`src/design/utf8sd_pkg.sv`:
```
// utf8sd_pkg: types, constants and lead-byte helpers for the utf-8 stream decoder
// used by the front, queue and back modules; depends on nothing else
package utf8sd_pkg;

  localparam int unsigned BYTE_W = 8;
  localparam int unsigned CP_W   = 21;
  localparam int unsigned BUF_N  = 4;

  localparam logic [CP_W-1:0] REPL_CP = 21'h00FFFD;

  // one decode decision handed from the front to the back
  typedef struct packed {
    logic              repl;
    logic [2:0]        len;
    logic [BYTE_W-1:0] b0;
    logic [BYTE_W-1:0] b1;
    logic [BYTE_W-1:0] b2;
    logic [BYTE_W-1:0] b3;
    logic              last;
  } cmd_t;

  // form length from a lead byte: 1..4, 0 for a bad lead
  function automatic logic [2:0] form_length(input logic [BYTE_W-1:0] b);
    logic [2:0] len;
    if (b[7] == 1'b0) begin
      len = 3'd1;
    end else if ((b & 8'hE0) == 8'hC0) begin
      len = 3'd2;
    end else if ((b & 8'hF0) == 8'hE0) begin
      len = 3'd3;
    end else if ((b & 8'hF8) == 8'hF0) begin
      len = 3'd4;
    end else begin
      len = 3'd0;
    end
    return len;
  endfunction

  // true when the buffer gives no further result until more bytes arrive
  function automatic logic run_idle(input logic [BYTE_W-1:0] head,
                                    input logic [2:0] cnt,
                                    input logic eot);
    logic [2:0] len;
    len = form_length(head);
    return (cnt == 3'd0) || (!eot && (len != 3'd0) && (len > cnt));
  endfunction

endpackage

```
`src/design/utf8_stream_decoder_top.sv`:
```
// utf8_stream_decoder_top: streaming utf-8 to code point decoder. A byte whose transfer
// causes at most one result is taken every cycle; a byte that causes k results (bad leads,
// bad continuations rerun as leads, a form cut short at end of text) holds the input until
// all k are made, as the front's classify step makes one decision per cycle. Each
// decision waits in a QUEUE_DEPTH-entry queue and leaves it through a registered output;
// a full queue stalls the input. Overlong forms are accepted, and the pending buffer
// empties after the end-of-text byte.
// depends on utf8sd_pkg, utf8sd_front, utf8sd_queue and utf8sd_back
module utf8_stream_decoder_top #(
  parameter int unsigned QUEUE_DEPTH = 4
) (
  input  logic        clk,
  input  logic        rst_n,
  input  logic        in_tvalid,
  output logic        in_tready,
  input  logic [7:0]  in_tdata,   // [7:0] in_byte
  input  logic        in_tlast,   // end_of_text
  output logic        out_tvalid,
  input  logic        out_tready,
  output logic [23:0] out_tdata,  // [20:0] code_point, [23:21] zero
  output logic        out_tuser,  // is_replacement
  output logic        out_tlast   // last_of_run
);
  import utf8sd_pkg::*;

  logic            push_valid, q_full, q_pop, q_empty;
  cmd_t            push_cmd, q_head;
  logic [CP_W-1:0] code_point;

  utf8sd_front u_front (
    .clk        (clk),
    .rst_n      (rst_n),
    .in_valid   (in_tvalid),
    .in_ready   (in_tready),
    .in_byte    (in_tdata),
    .in_eot     (in_tlast),
    .push_valid (push_valid),
    .push_cmd   (push_cmd),
    .q_full     (q_full)
  );

  utf8sd_queue #(
    .DEPTH (QUEUE_DEPTH)
  ) u_queue (
    .clk        (clk),
    .rst_n      (rst_n),
    .push_valid (push_valid),
    .push_cmd   (push_cmd),
    .full       (q_full),
    .pop        (q_pop),
    .empty      (q_empty),
    .head_cmd   (q_head)
  );

  utf8sd_back u_back (
    .clk            (clk),
    .rst_n          (rst_n),
    .q_empty        (q_empty),
    .q_head         (q_head),
    .q_pop          (q_pop),
    .out_valid      (out_tvalid),
    .out_ready      (out_tready),
    .out_code_point (code_point),
    .out_is_repl    (out_tuser),
    .out_last       (out_tlast)
  );

  assign out_tdata = {3'b000, code_point};

endmodule

```
`src/design/utf8sd_front.sv`:
```
// utf8sd_front: takes input bytes into the pending buffer, classifies the head form
// and pushes one decision per cycle while the queue has room; depends on utf8sd_pkg
module utf8sd_front (
  input  logic                     clk,
  input  logic                     rst_n,
  input  logic                     in_valid,
  output logic                     in_ready,
  input  logic [7:0]               in_byte,
  input  logic                     in_eot,
  output logic                     push_valid,
  output utf8sd_pkg::cmd_t         push_cmd,
  input  logic                     q_full
);
  import utf8sd_pkg::*;

  logic [BYTE_W-1:0] buf_r   [BUF_N];
  logic [BYTE_W-1:0] buf_nxt [BUF_N];
  logic [2:0]        cnt_r, cnt_nxt;
  logic              eot_r, eot_nxt;

  logic [BYTE_W-1:0] vb [BUF_N];
  logic [BYTE_W-1:0] nb [BUF_N];
  logic [2:0]        vcnt, ncnt, lead_len, drop, idx;
  logic              veot, accept, emit, repl, flush, cont_ok, too_big, surrogate;
  logic              commit;

  always_comb begin
    in_ready = run_idle(buf_r[0], cnt_r, eot_r) && !q_full;
    accept   = in_valid && in_ready;

    // view of the buffer with the incoming byte appended
    vb   = buf_r;
    vcnt = cnt_r;
    veot = eot_r;
    if (accept) begin
      vb[cnt_r[1:0]] = in_byte;
      vcnt           = cnt_r + 3'd1;
      veot           = in_eot;
    end

    lead_len  = form_length(vb[0]);
    cont_ok   = ((lead_len < 3'd2) || (vb[1][7:6] == 2'b10)) &&
                ((lead_len < 3'd3) || (vb[2][7:6] == 2'b10)) &&
                ((lead_len < 3'd4) || (vb[3][7:6] == 2'b10));
    // above 0x10ffff: bits 20:16 of the four-byte value exceed 0x10
    too_big   = (lead_len == 3'd4) && ({vb[0][2:0], vb[1][5:4]} > 5'b10000);
    // surrogate range: bits 20:11 of the value are 0000011011, also for
    // overlong four-byte forms
    surrogate = ((lead_len == 3'd3) && (vb[0][3:0] == 4'hD) && vb[1][5]) ||
                ((lead_len == 3'd4) && (vb[0][2:0] == 3'd0) &&
                 (vb[1][5:0] == 6'h0D) && vb[2][5]);

    emit  = 1'b0;
    repl  = 1'b0;
    flush = 1'b0;
    drop  = 3'd0;
    if (vcnt != 3'd0) begin
      if (lead_len == 3'd0) begin
        emit = 1'b1;
        repl = 1'b1;
        drop = 3'd1;
      end else if (lead_len > vcnt) begin
        // form cut short by end of text drops everything
        if (veot) begin
          emit  = 1'b1;
          repl  = 1'b1;
          flush = 1'b1;
        end
      end else if (cont_ok && !too_big && !surrogate) begin
        emit = 1'b1;
        drop = lead_len;
      end else begin
        emit = 1'b1;
        repl = 1'b1;
        drop = 3'd1;
      end
    end

    for (int i = 0; i < BUF_N; i++) begin
      idx   = 3'(i) + drop;
      nb[i] = (idx < 3'd4) ? vb[idx[1:0]] : vb[i];
    end
    ncnt = flush ? 3'd0 : (vcnt - drop);

    commit     = !emit || !q_full;
    push_valid = emit && !q_full;

    push_cmd.repl = repl;
    push_cmd.len  = lead_len;
    push_cmd.b0   = vb[0];
    push_cmd.b1   = vb[1];
    push_cmd.b2   = vb[2];
    push_cmd.b3   = vb[3];
    push_cmd.last = run_idle(nb[0], ncnt, veot);

    buf_nxt = buf_r;
    cnt_nxt = cnt_r;
    eot_nxt = eot_r;
    if (commit) begin
      buf_nxt = nb;
      cnt_nxt = ncnt;
      eot_nxt = veot;
    end
  end

  always_ff @(posedge clk) begin
    buf_r <= buf_nxt;
  end

  always_ff @(posedge clk) begin
    if (!rst_n) begin
      cnt_r <= 3'd0;
      eot_r <= 1'b0;
    end else begin
      cnt_r <= cnt_nxt;
      eot_r <= eot_nxt;
    end
  end

endmodule

```
`src/design/utf8sd_queue.sv`:
```
// utf8sd_queue: short first-in first-out queue of decode decisions between
// the front and the back; depends on utf8sd_pkg
module utf8sd_queue #(
  parameter int unsigned DEPTH = 4
) (
  input  logic             clk,
  input  logic             rst_n,
  input  logic             push_valid,
  input  utf8sd_pkg::cmd_t push_cmd,
  output logic             full,
  input  logic             pop,
  output logic             empty,
  output utf8sd_pkg::cmd_t head_cmd
);
  import utf8sd_pkg::*;

  localparam int unsigned PW = (DEPTH > 1) ? $clog2(DEPTH) : 1;
  localparam int unsigned CW = $clog2(DEPTH + 1);

  cmd_t            mem_r [DEPTH];
  logic [PW-1:0]   wr_ptr_r, wr_ptr_nxt, rd_ptr_r, rd_ptr_nxt;
  logic [CW-1:0]   cnt_r, cnt_nxt;
  logic            do_push, do_pop;

  always_comb begin
    full     = (cnt_r == CW'(DEPTH));
    empty    = (cnt_r == '0);
    head_cmd = mem_r[rd_ptr_r];
    do_push  = push_valid && !full;
    do_pop   = pop && !empty;

    wr_ptr_nxt = wr_ptr_r;
    rd_ptr_nxt = rd_ptr_r;
    if (do_push) begin
      wr_ptr_nxt = (wr_ptr_r == PW'(DEPTH - 1)) ? '0 : wr_ptr_r + PW'(1);
    end
    if (do_pop) begin
      rd_ptr_nxt = (rd_ptr_r == PW'(DEPTH - 1)) ? '0 : rd_ptr_r + PW'(1);
    end
    cnt_nxt = cnt_r;
    if (do_push && !do_pop) begin
      cnt_nxt = cnt_r + CW'(1);
    end else if (do_pop && !do_push) begin
      cnt_nxt = cnt_r - CW'(1);
    end
  end

  always_ff @(posedge clk) begin
    if (do_push) begin
      mem_r[wr_ptr_r] <= push_cmd;
    end
  end

  always_ff @(posedge clk) begin
    if (!rst_n) begin
      wr_ptr_r <= '0;
      rd_ptr_r <= '0;
      cnt_r    <= '0;
    end else begin
      wr_ptr_r <= wr_ptr_nxt;
      rd_ptr_r <= rd_ptr_nxt;
      cnt_r    <= cnt_nxt;
    end
  end

endmodule

```
`src/design/utf8sd_back.sv`:
```
// utf8sd_back: assembles code points from queued decode decisions into the
// output register; depends on utf8sd_pkg
module utf8sd_back (
  input  logic                        clk,
  input  logic                        rst_n,
  input  logic                        q_empty,
  input  utf8sd_pkg::cmd_t            q_head,
  output logic                        q_pop,
  output logic                        out_valid,
  input  logic                        out_ready,
  output logic [utf8sd_pkg::CP_W-1:0] out_code_point,
  output logic                        out_is_repl,
  output logic                        out_last
);
  import utf8sd_pkg::*;

  logic            valid_r, valid_nxt;
  logic [CP_W-1:0] cp_r, cp_nxt;
  logic            repl_r, last_r;
  logic [CP_W-1:0] code;

  always_comb begin
    case (q_head.len)
      3'd1:    code = {14'd0, q_head.b0[6:0]};
      3'd2:    code = {10'd0, q_head.b0[4:0], q_head.b1[5:0]};
      3'd3:    code = {5'd0, q_head.b0[3:0], q_head.b1[5:0], q_head.b2[5:0]};
      3'd4:    code = {q_head.b0[2:0], q_head.b1[5:0], q_head.b2[5:0], q_head.b3[5:0]};
      default: code = REPL_CP;
    endcase
    cp_nxt = q_head.repl ? REPL_CP : code;

    // output register frees up when empty or when its transfer completes
    q_pop     = !q_empty && (!valid_r || out_ready);
    valid_nxt = q_pop || (valid_r && !out_ready);

    out_valid      = valid_r;
    out_code_point = cp_r;
    out_is_repl    = repl_r;
    out_last       = last_r;
  end

  always_ff @(posedge clk) begin
    if (q_pop) begin
      cp_r   <= cp_nxt;
      repl_r <= q_head.repl;
      last_r <= q_head.last;
    end
  end

  always_ff @(posedge clk) begin
    if (!rst_n) begin
      valid_r <= 1'b0;
    end else begin
      valid_r <= valid_nxt;
    end
  end

endmodule

```
`config.mk`:
```
export PLATFORM = sky130hd
export DESIGN_NAME = utf8_stream_decoder_top
export DESIGN_NICKNAME = d
export VERILOG_FILES = /design/src/design/utf8sd_pkg.sv /design/src/design/utf8_stream_decoder_top.sv /design/src/design/utf8sd_front.sv /design/src/design/utf8sd_queue.sv /design/src/design/utf8sd_back.sv
export SDC_FILE = /design/constraint.sdc
export NUM_CORES = 1
export LEC_CHECK = 0
export ABC_AREA = 1
export BUFFER_PORTS_ARGS = -buffer_cell sky130_fd_sc_hd__buf_2
export CORE_MARGIN = 4
export CORE_UTILIZATION = 40
export CTS_BUF_LIST = sky130_fd_sc_hd__clkbuf_16
export DETAILED_ROUTE_END_ITERATION = 8
export SLEW_MARGIN = 20
export SYNTH_ARGS = -nofsm -noshare
export SYNTH_HDL_FRONTEND = slang
export SYNTH_SLANG_ARGS = --single-unit
export TNS_END_PERCENT = 30
```
`constraint.sdc`:
```
create_clock -name clk -period 8.3 [get_ports clk]
set_clock_uncertainty 0.1 [all_clocks]
set_input_delay 0.415 -clock clk [delete_from_list [all_inputs] [get_ports clk]]
set_output_delay 0.415 -clock clk [all_outputs]
set_load 0.02 [all_outputs]
```
## Word-level counts from Yosys, hierarchy flattened

Memories as Yosys holds them, arrays and structs flattened. A register that Yosys moved wholly into a read port is not among the register bits.
Index checks and enable logic that the tools add are counted.
W data, S select, Z words.

| storage, ports and cells | value |
|---|---|
| memory bits (writable) | 148 |
| memories | 1 |
| input port bits | 13 |
| register bits after elaboration | 67 |

| cells by class | value |
|---|---|
| add/sub/neg operators | 9 |
| magnitude comparators | 17 |
| reductions and logical operators | 53 |
| multiplexer cells | 59 |
| bitwise logic cells | 5 |
| eq/ne operators | 23 |

Memories:

| name | words | width | rd ports | clocked after Yosys merged registers in | write ports | line | RTL |
|---|---|---|---|---|---|---|---|
| u_queue.mem_r | 4 | 37 | 1 | 1 | 1 | utf8sd_queue.sv:20 | `cmd_t mem_r [DEPTH];` |

Operators by type and width:

| cell | count |
|---|---|
| $mux W8 | 13 |
| $pmux W21 S4 | 1 |
| $bmux W8 S2 | 4 |
| $mux W3 | 20 |
| $bwmux W32 | 1 |
| $mux W32 | 1 |
| $logic_and A1 B1 Y1 | 24 |
| $eq A3 B3 Y1 const B | 6 |
| $demux W8 S2 | 1 |
| $eq A4 B4 Y1 const B | 4 |
| $eq A5 B5 Y1 const B | 3 |
| $ge A3 B3 Y1 const B | 5 |
| $logic_not A3 Y1 | 5 |
| $lt A3 B3 Y1 const B | 5 |
| $not A2 Y3 | 5 |
| $mux W1 | 14 |
| $logic_not A1 Y1 | 11 |
| $eq A2 B2 Y1 const B | 5 |
| $eq A3 B2 Y1 const B | 3 |
| $gt A3 B3 Y1 | 3 |
| $logic_or A1 B1 Y1 | 9 |
| $reduce_bool A3 Y1 | 3 |
| $mux W2 | 4 |
| $add A2 B3 Y3 const A | 2 |
| other kinds (11) | 14 |

## Longest topological paths before layout

Gate-level depths: netlist of the first run.

| depth | value |
|---|---|
| word-level depth | 42 |
| depth in mapped cells | 39 |

## Cells and area by module

From an unflattened synthesis of the first run, not the netlist that was laid out.

| unflattened totals | value |
|---|---|
| cells, all modules | 1,133 |
| area total of the unflattened synthesis | 11,123.2 µm² |

Modules (own cells, without submodules):

| module | times used | seq. area each (µm²) | area an instance (µm²) | cells each |
|---|---|---|---|---|
| utf8sd_queue | 1 | 4,624.4 | 5,985.7 | 430 |
| utf8sd_front | 1 | 1,041.0 | 3,736.1 | 550 |
| utf8sd_back | 1 | 710.7 | 1,375.1 | 149 |
| utf8_stream_decoder_top | 1 | 0.0 | 26.3 | 4 |

## Least setup slack after synthesis of the first run

Ideal clock, no wire load.

| path | value |
|---|---|
| path kind | register to register |
| start point | register u_front.buf_r[28] in the netlist's numbering |
| end point | memory u_queue.mem_r[0][0] in the netlist's numbering, data pin |
| cell stages (with the launch flop) | 39 |
| data arrival time | 4,769 ps |
| library setup time | 265 ps |
| path slack | 3,166 ps |
| path buffers | 1 |
| path through | edfxtp_1 > inv_1 > nand3_1 > nand2_1 > inv_2 > ha_1 > nand3_1 > nand2_1 > nor2_1 > nand2_2 > nand2_4 > nand3_4 > buf_12 > nand2_1 > nand2_2 > inv_2 > nand2_1 > nor2_2 > (+3 left out) > o21ai_0 > inv_1 > nand2_4 > nand2_4 > inv_1 > ha_1 > inv_1 > fa_1 > xnor2_1 > xor2_1 > nand2_1 > ha_1 > a21oi_1 > o21ai_0 > nand2_1 > a31oi_1 > nand2_1 > nand2_1 |

RTL lines:

| element | line | RTL |
|---|---|---|
| start: declaration | utf8sd_front.sv:16 | `logic [BYTE_W-1:0] buf_r [BUF_N];` |
| start signal: assignment | utf8sd_front.sv:107 | `buf_r <= buf_nxt;` |
| end: declaration | utf8sd_queue.sv:20 |  |

==> impl_metrics.py, run 1 <==
metrics = {
    "critical_path": {
        "worstSetupPathType": "reg -> reg",
        "crit_path_end_kind": "flip-flop",
        "crit_slowest_cell": "edfxtp_1",
        "critPathMaxFanout": 52,
        "start_kind": "flip-flop",
        "worst_path_most_repeated_cell": "nand2_1",
        "worstPathRequired_ps": 8360,
        "crit_arrival_ps": 6720,
        "cpPeakStageDelay_ps": 440,
    },
    "cts": {
        "cts.clk_slew.worst_paths_ps": 70,
        "cts_resized": 0,
        "htreeDepth": 4,
        "clk_latency_ps": 430,
        "cts_buffers": 17,
        "cts_tree": "built",
        "clockRootBuffer": "clkbuf_16",
        "clock_sinks": 189,
        "post_cts_buffers": 0,
        "clock_path_buffers": 2,
        "hold_buffers": 0,
    },
    "synthesis": {
        "synth_top_family_by_area": "simple AND/OR/NAND/NOR gates",
        "postSynth.asyncResetShare": 0,
        "yosys_warnings": 0,
        "synthSimpleGateAreaFrac": 0.179,
        "syn_avg_cell_area_um2": 9.83,
        "synthAdderAreaFrac": 0.0326,
        "syn_area_mm2": 0.00967,
        "synth-edff-count": 175,
        "synth-xor-area-share": 0.00543,
        "synth_compound_area_frac": 0.131,
        "synthFlopType": "edfxtp_1",
        "synth-seq-area-share": 0.572,
        "synthMuxAreaShare": 0.0131,
        "synth_cells": 984,
        "ys_types": 50,
        "ys_ff_latch": 189,
    },
    "die": {
        "fp.dieW_um": 163,
        "rows": 56,
        "die_area_mm2": 0.0267,
        "initial_utilization": 0.410,
        "io_pins": 41,
        "core_area_mm2": 0.0236,
        "die_h_um": 163,
    },
    "sta": {
        "finalCriticalPeriod_ps": 6660,
        "tightest_slew_ps": 1020,
        "drv_slew": 0,
        "final_hold_viol_count": 0,
        "slew_headroom": 0.315,
        "fmaxAchievable_mhz": 150,
        "min_period_over_period": 0.803,
        "fin_setup_tns_ps": 0,
        "rsz0062_at_grt": "no",
        "setup_violations": 0,
    },
    "drt": {
        "vias": 7011,
        "ant_nets": 0,
        "vias_per_cell": 5.25,
        "drc": 0,
        "drtIter0Drc": 701,
        "first_pass_iters": 5,
        "wirelength_mm": 23.4,
        "post_drt_wl_per_cell_um": 17.5,
    },
    "finish": {
        "layout_commonest_cell": "nand2_1",
        "final_nets": 1041,
        "regArea_mm2": 0.00554,
        "n_antenna_cell": 0,
        "final_cell_mix": "nand2_1, edfxtp_1, inv_1",
        "area_growth_pct": 10.5,
        "multiInputGateArea_mm2": 0.00352,
        "fill_cells": 2222,
        "post-route-util": 0.452,
        "drive_gt1_frac": 0.137,
    },
    "grt": {
        "grt.overflow.total": 0,
        "grt_util_all_layers": 0.178,
        "grt_max_degree": 63,
        "grt_pass1_wl_mm": 35.9,
        "grt_pass1_vias": 6372,
        "antenna_found_initial": 0,
    },
    "placed_design": {
        "io_buffers": 37,
        "gp_congestion": 0.897,
        "hpwlAfterDp_mm": 15.9,
    },
    "run_status": {
        "status": "finished clean",
    },
    "worst_hold_path": {
        "hold_path.class": "in -> reg",
    },
    "run": {
        "maxCapViolations": 0,
    },
}
flip-flops by register name, indices dropped and copies added, names as in the netlist, named ones only:
signal,count
u_queue.mem_r,120
u_front.buf_r,32
u_back.out_code_point,21
u_front.cnt_r,3
u_queue.cnt_r,3
u_queue.rd_ptr_r,2
u_queue.wr_ptr_r,2
u_back.out_is_repl,1
u_back.out_last,1
u_back.out_valid,1
u_front.eot_r,1
per-stage QoR:
stage	std cells	area (µm²)	setup slack [ps]	hold slack, ps
CTS	1336	10700	1680	209
global placement	1304	10100	1950	399
global route	1336	10700	928	236
finish	1336	10700	1640	219
floorplan	986	9680	3170	378
detailed placement	1304	10100	1710	407
routing by layer:
| metal | global-route usage | share of wire | up-vias | wire length [µm] |
|---|---|---|---|---|
| li1 | - | - | 3453 | - |
| met1 | 0.245 | 0.46 | 3320 | 10800 |
| met2 | 0.292 | 0.47 | 210 | 10900 |
| met3 | 0.0300 | 0.053 | 28 | 1240 |
| met4 | 0.0518 | 0.019 | 0 | 448 |
| met5 | 0 | 0 | - | 0 |
final timing paths:
check / start / slack, ps / endpoint / depth (start not counted)
setup / recovery: u_front.buf_r[28] / 1640 / u_queue.mem_r[2][0] / 37
hold / removal: out_tready / 220 / u_back.out_valid / 6
setup reg to reg: u_front.buf_r[28] / 1640 / u_queue.mem_r[2][0] / 37
hold reg to reg: u_queue.cnt_r[2] / 420 / u_queue.cnt_r[2] / 2
final cells by class:
class	count	share of cell area
Tap cell	319	0.0374
Clock inverter	15	0.0141
Clock buffer	17	0.0398
Multi-Input combinational cell	645	0.330
Inverter	105	0.0371
Timing Repair Buffer	46	0.0237
Sequential cell	189	0.518
cell usage after synthesis, types with 2 or more instances:
cell type / count / area (µm²)
a211oi_1: 7 / 52.6
a21oi_1: 35 / 175
a31oi_1: 2 / 12.5
a32o_1: 18 / 180
a32oi_1: 5 / 43.8
buf_1: 4 / 15.0
buf_2: 6 / 30.0
buf_4: 3 / 22.5
buf_6: 4 / 45.0
clkbuf_1: 29 / 109
clkinv_1: 2 / 7.51
dfxtp_1: 14 / 280
edfxtp_1: 175 / 5260
fa_1: 2 / 40.0
ha_1: 22 / 275
inv_1: 91 / 342
inv_2: 11 / 41.3
mux2_2: 5 / 56.3
mux2i_1: 7 / 70.1
nand2_1: 223 / 837
nand2_2: 9 / 56.3
nand2_4: 5 / 56.3
nand3_1: 36 / 180
nand3_2: 4 / 40.0
nand4_1: 9 / 56.3
nor2_1: 85 / 319
nor2_2: 2 / 12.5
nor2_4: 3 / 33.8
nor3_1: 4 / 20.0
o21ai_0: 80 / 400
o21ai_1: 21 / 105
o21ai_2: 6 / 52.6
o221ai_1: 5 / 43.8
o22ai_1: 27 / 169
or2_2: 4 / 25.0
xnor2_1: 2 / 17.5
xor2_1: 4 / 35.0
critical path, delay by kind of cell (launching register included):
family,cells,cell delay [ps]
fa+ha+maj,5,1480
compound gates,6,720
buf+inv,5,640
flops,1,440
simple gates,19,2640
xor+xnor,2,340
cell families (layout without fill, tap and decap cells):
logic type               Yosys count  in the layout
AO/OA/AOI/OAI                    210            210
adder cells (fa/ha/maj)           24             24
multiplexers                      12             12
other                              1              3
buffers and inverters            152            183
flip-flops                       189            189
AND/OR/NAND/NOR                  390            390
XOR/XNOR                           6              6
Power of run 1 is left out: the tool's default activity adds up to more than one toggle a clock period on the data nets, which glitch-free logic cannot reach.
==> inputs of run 2 (changes only) <==
--- a/config.mk
+++ b/config.mk
@@ -5,7 +5,7 @@
 export SDC_FILE = /design/constraint.sdc
 export NUM_CORES = 1
 export LEC_CHECK = 0
-export ABC_AREA = 1
+export ABC_AREA = 0
 export BUFFER_PORTS_ARGS = -buffer_cell sky130_fd_sc_hd__buf_2
 export CORE_MARGIN = 4
 export CORE_UTILIZATION = 40
==> constraint.sdc (replaced) <==
create_clock -name clk -period 6.8 [get_ports clk]
set_clock_uncertainty 0.1 [all_clocks]
set_input_delay 0.34 -clock clk [delete_from_list [all_inputs] [get_ports clk]]
set_output_delay 0.34 -clock clk [all_outputs]
set_load 0.02 [all_outputs]
==> impl_metrics.py, run 2 <==
metrics = {
    "die": {
        "die_area_mm2": 0.0265,
        "io_pins": 41,
        "initial_utilization": 0.408,
        "rows": 56,
        "fp.dieW_um": 163,
        "core_area_mm2": 0.0235,
        "die_h_um": 163,
    },
    "critical_path": {
        "r2r_start": "u_front.buf_r[31]",
        "crit_path_end_kind": "flip-flop",
        "startpoint": "u_front.buf_r[31]",
        "start_kind": "flip-flop",
        "regToRegEndpoint": "u_queue.mem_r[0][0]",
        "reg2reg_depth": 29,
        "worstPathRequired_ps": 6850,
        "crit_arrival_ps": 6390,
        "cpPeakStageDelay_ps": 460,
        "crit_slowest_cell": "edfxtp_1",
        "endpoint": "u_queue.mem_r[0][0]",
        "worst_path_most_repeated_cell": "ha_1",
        "critPathMaxFanout": 7,
        "rrSetupSlack_ps": 460,
        "worstSetupPathType": "reg -> reg",
    },
    "cts": {
        "cts_buffers": 17,
        "clockRootBuffer": "clkbuf_16",
        "htreeDepth": 4,
        "clock_path_buffers": 2,
        "post_cts_buffers": 0,
        "hold_buffers": 0,
        "cts_resized": 0,
        "cts_tree": "built",
        "clk_latency_ps": 430,
        "clock_sinks": 189,
        "cts.clk_slew.worst_paths_ps": 80,
    },
    "sta": {
        "final_hold_viol_count": 0,
        "min_period_over_period": 0.932,
        "worst_slack_ps": 460,
        "setup_violations": 0,
        "tightest_slew_ps": 822,
        "slew_headroom": 0.452,
        "fmaxAchievable_mhz": 158,
        "finalCriticalPeriod_ps": 6340,
        "drv_slew": 0,
    },
    "synthesis": {
        "synth-xor-area-share": 0.00730,
        "syn_area_mm2": 0.00959,
        "synth_compound_area_frac": 0.111,
        "synth_common_cells": "edfxtp_1, mux2i_1, inv_1, a21oi_1, nor2_1",
        "synthFlopType": "edfxtp_1",
        "synth_area_leaders": "edfxtp_1, mux4_2, mux2i_1, dfxtp_1, ha_1",
        "synth-edff-count": 175,
        "ys_types": 74,
        "yosysTopAreaCell": "edfxtp_1",
        "synth_top_family_by_area": "multiplexers",
        "netlist.area_leader.share": 0.548,
        "synth-seq-area-share": 0.577,
        "synthAdderAreaFrac": 0.0329,
        "synth_cells": 722,
        "ys_ff_latch": 189,
        "synth_most_common_cell": "edfxtp_1",
        "yosys_warnings": 0,
        "syn_avg_cell_area_um2": 13.3,
        "postSynth.asyncResetShare": 0,
        "synthMuxAreaShare": 0.143,
        "synthSimpleGateAreaFrac": 0.0912,
    },
    "grt": {
        "grt_max_degree": 33,
        "antenna_found_initial": 1,
        "grt_util_all_layers": 0.177,
        "grt.overflow.total": 0,
        "grt_pass1_wl_mm": 35.6,
        "grt_pass1_vias": 6204,
    },
    "drt": {
        "vias_per_cell": 5.69,
        "drtIter0Drc": 483,
        "ant_nets": 0,
        "vias": 6232,
        "post_drt_wl_per_cell_um": 20.7,
        "wirelength_mm": 22.7,
        "first_pass_iters": 6,
        "drc": 0,
    },
    "placed_design": {
        "gp_congestion": 0.876,
        "hpwlAfterDp_mm": 16.1,
        "io_buffers": 37,
        "post-place-ws_ps": 310,
    },
    "finish": {
        "final_nets": 800,
        "drive_gt1_frac": 0.202,
        "largest-register": "u_queue.mem_r",
        "final_cell_mix": "edfxtp_1, mux2i_1, inv_1",
        "largest_reg_flops": 120,
        "layout_commonest_cell": "edfxtp_1",
        "area_growth_pct": 12.5,
    },
    "worst_hold_path": {
        "hold_start": "out_tready",
        "hold_path.class": "in -> reg",
    },
    "run_status": {
        "status": "finished clean",
    },
    "run": {
        "maxCapViolations": 0,
    },
}
run 2: changes by cell type in the layout (fill, tap and decap cells not counted), moves of 16 or more:
cell	previous run	this run
a32o_1	18	0
and2_1	0	19
inv_1	91	45
mux2i_1	7	50
mux4_2	0	30
nand2_1	223	35
nand3_1	35	17
nor2_1	80	42
nor2b_1	0	16
o21ai_0	80	29
o21ai_1	21	1
o22ai_1	27	2
run 2: cell families (layout without fill, tap and decap cells):
| family | after synthesis | count (layout) |
|---|---|---|
| mux | 97 | 97 |
| flops | 189 | 189 |
| fa+ha+maj | 24 | 24 |
| other cells | 1 | 4 |
| compound gates | 152 | 152 |
| buf+inv | 83 | 135 |
| xor+xnor | 8 | 8 |
| simple gates | 168 | 168 |
run 2: per-layer routing:
metal  GRT usage  up-vias  wire length (µm)
met5           0        -                 0
met4      0.0732        0               781
met3      0.0423       62              1420
met2       0.284      238             10800
met1       0.232     3078              9690
li1            -     2854                 -
run 2: critical path: cells and delay by family, from the launching register on:
family | cells | cell delay [ps]
AND/OR/NAND/NOR | 11 | 1800
buffers and inverters | 2 | 140
flip-flops | 1 | 460
XOR/XNOR | 2 | 430
adder cells (fa/ha/maj) | 5 | 1380
AO/OA/AOI/OAI | 9 | 1790
run 2: worst min-delay path by stage:
stage,endpoint,slack [ps],cells after the start
2_1_floorplan,u_queue.cnt_r[2],380,2
3_3_place_gp,u_back.out_valid,370,2
3_5_place_dp,u_back.out_valid,380,2
4_1_cts,u_back.out_valid,80,4
5_1_grt,u_back.out_valid,100,4
6_report,u_back.out_valid,90,4
run 2: cell type report:
type / instances / area (µm²)
antenna: 1 / 2.50
clock buffer: 17 / 425
clock inverter: 15 / 199
fill: 2129 / 12800
inverter: 48 / 180
multi-input combinational: 452 / 3730
sequential: 189 / 5540
tap: 319 / 399
timing repair buffer: 55 / 320
run 2: stage by stage:
step                      instances   util  setup TNS [ps]  cell area, µm²  hold WS, ps
after global routing           1096  0.458           -7.44           10800          104
after global placement         1063  0.431               0           10100          371
after CTS                      1095  0.458               0           10800         76.4
after detailed placement       1063  0.431               0           10100          378
after floorplan                 724      -               0            9600          381
final                          1096  0.458               0           10800         88.7
Power of run 2 is left out for the same reason.
==> inputs of run 3 (changes only) <==
--- a/config.mk
+++ b/config.mk
@@ -8,7 +8,7 @@
 export ABC_AREA = 0
 export BUFFER_PORTS_ARGS = -buffer_cell sky130_fd_sc_hd__buf_2
 export CORE_MARGIN = 4
-export CORE_UTILIZATION = 40
+export CORE_UTILIZATION = 45
 export CTS_BUF_LIST = sky130_fd_sc_hd__clkbuf_16
 export DETAILED_ROUTE_END_ITERATION = 8
 export SLEW_MARGIN = 20
==> impl_metrics.py, run 3 (synthesized netlist as in run 2, its figures left out) <==
metrics = {
    "run_status": {
        "status": "finished clean",
    },
    "die": {
        "initial_utilization": 0.456,
        "die_area_mm2": 0.0237,
        "rows": 53,
        "die_h_um": 154,
        "core_area_mm2": 0.0210,
        "io_pins": 41,
        "fp.dieW_um": 154,
    },
    "sta": {
        "whs_ps": 107,
        "finalCriticalPeriod_ps": 6300,
        "final_hold_viol_count": 0,
        "min_period_over_period": 0.926,
        "drv_slew": 0,
        "fmaxAchievable_mhz": 159,
        "setup_violations": 0,
        "rsz0062_at_grt": "no",
        "slew_headroom": 0.258,
        "tightest_slew_ps": 1110,
        "fin_setup_tns_ps": 0,
    },
    "cts": {
        "clock_path_buffers": 2,
        "clk_latency_ps": 430,
        "htreeDepth": 4,
        "hold_buffers": 0,
        "cts_tree": "built",
        "cts.clk_slew.worst_paths_ps": 70,
        "clockRootBuffer": "clkbuf_16",
        "clock_sinks": 189,
        "cts_buffers": 17,
    },
    "critical_path": {
        "r2r_start": "u_front.buf_r[31]",
        "reg2reg_depth": 28,
        "endpoint": "u_queue.mem_r[3][0]",
        "startpoint": "u_front.buf_r[31]",
        "worstPathRequired_ps": 6850,
        "cpPeakStageDelay_ps": 450,
        "crit_arrival_ps": 6350,
        "worstSetupPathType": "reg -> reg",
        "start_kind": "flip-flop",
        "regToRegEndpoint": "u_queue.mem_r[3][0]",
        "crit_path_end_kind": "flip-flop",
        "crit_slowest_cell": "edfxtp_1",
        "critPathMaxFanout": 32,
        "rrSetupSlack_ps": 500,
    },
    "drt": {
        "vias": 6210,
        "drtIter0Drc": 616,
        "drc": 0,
        "wirelength_mm": 22.3,
        "ant_nets": 0,
        "first_pass_iters": 5,
        "post_drt_wl_per_cell_um": 21.2,
        "vias_per_cell": 5.89,
    },
    "finish": {
        "fill_cells": 1786,
        "n_antenna_cell": 0,
        "layout_commonest_cell": "edfxtp_1",
        "largest-register": "u_queue.mem_r",
        "area_growth_pct": 11.4,
        "largest_reg_flops": 120,
        "drive_gt1_frac": 0.200,
        "final_cell_mix": "edfxtp_1, mux2i_1, inv_1",
        "final_nets": 803,
    },
    "grt": {
        "grt_pass1_wl_mm": 35.0,
        "antenna_found_initial": 0,
        "grt_util_all_layers": 0.191,
        "grt.overflow.total": 0,
        "grt_pass1_vias": 6196,
        "grt_max_degree": 33,
    },
    "run": {
        "maxCapViolations": 0,
    },
    "placed_design": {
        "io_buffers": 37,
        "gp_congestion": 0.970,
        "hpwlAfterDp_mm": 15.9,
    },
    "worst_hold_path": {
        "hold_path.class": "in -> reg",
    },
}
## run 3: how the worst min path moves through the flow
stage | startpoint | to | slack, ps | depth (start not counted)
after floorplan | u_queue.cnt_r[2] | u_queue.cnt_r[2] | 380 | 2
after global placement | u_back.out_valid | u_back.out_valid | 370 | 2
after detailed placement | u_back.out_valid | u_back.out_valid | 400 | 2
after CTS | out_tready | u_back.out_valid | 90 | 4
after global routing | out_tready | u_back.out_valid | 120 | 4
final | out_tready | u_back.out_valid | 110 | 4
## run 3: what timing repair did
action / CTS / global route
buffers inserted: 0 / 2
setup endpoints to repair: 0 / 4
resized for setup: 0 / 3
## run 3: critical path: cells and delay by family (launching register included)
family,cells,cell delay (ps)
AO/OA/AOI/OAI,10,2160
adder cells (fa/ha/maj),3,750
buffers and inverters,2,430
flip-flops,1,450
AND/OR/NAND/NOR,13,2120
## run 3: per-stage QoR
step | cell area [µm²] | cells | util | setup slack [ps]
CTS | 10700 | 1052 | 0.507 | 430
detailed placement | 10100 | 1020 | 0.481 | 473
global placement | 10100 | 1020 | 0.481 | 739
global route | 10700 | 1054 | 0.508 | 48.9
floorplan | 9600 | 724 | - | 566
finish | 10700 | 1054 | 0.508 | 500
## run 3: final cells by class
cell class,instances,area (µm²),share of cell area
flip-flops and latches,189,5540,0.518
multi-input cells,452,3720,0.348
clock buffers,17,425,0.0398
well taps,275,344,0.0322
repair buffers,58,343,0.0321
inverters,48,180,0.0169
clock inverters,15,136,0.0128
## run 3: routing by layer
metal,part of all wire,vias to the layer above,GRT usage
met5,0,-,0
li1,-,2849,-
met1,0.44,3088,0.257
met2,0.48,240,0.311
met3,0.059,33,0.0372
met4,0.022,0,0.0660
Power of run 3 is left out for the same reason.
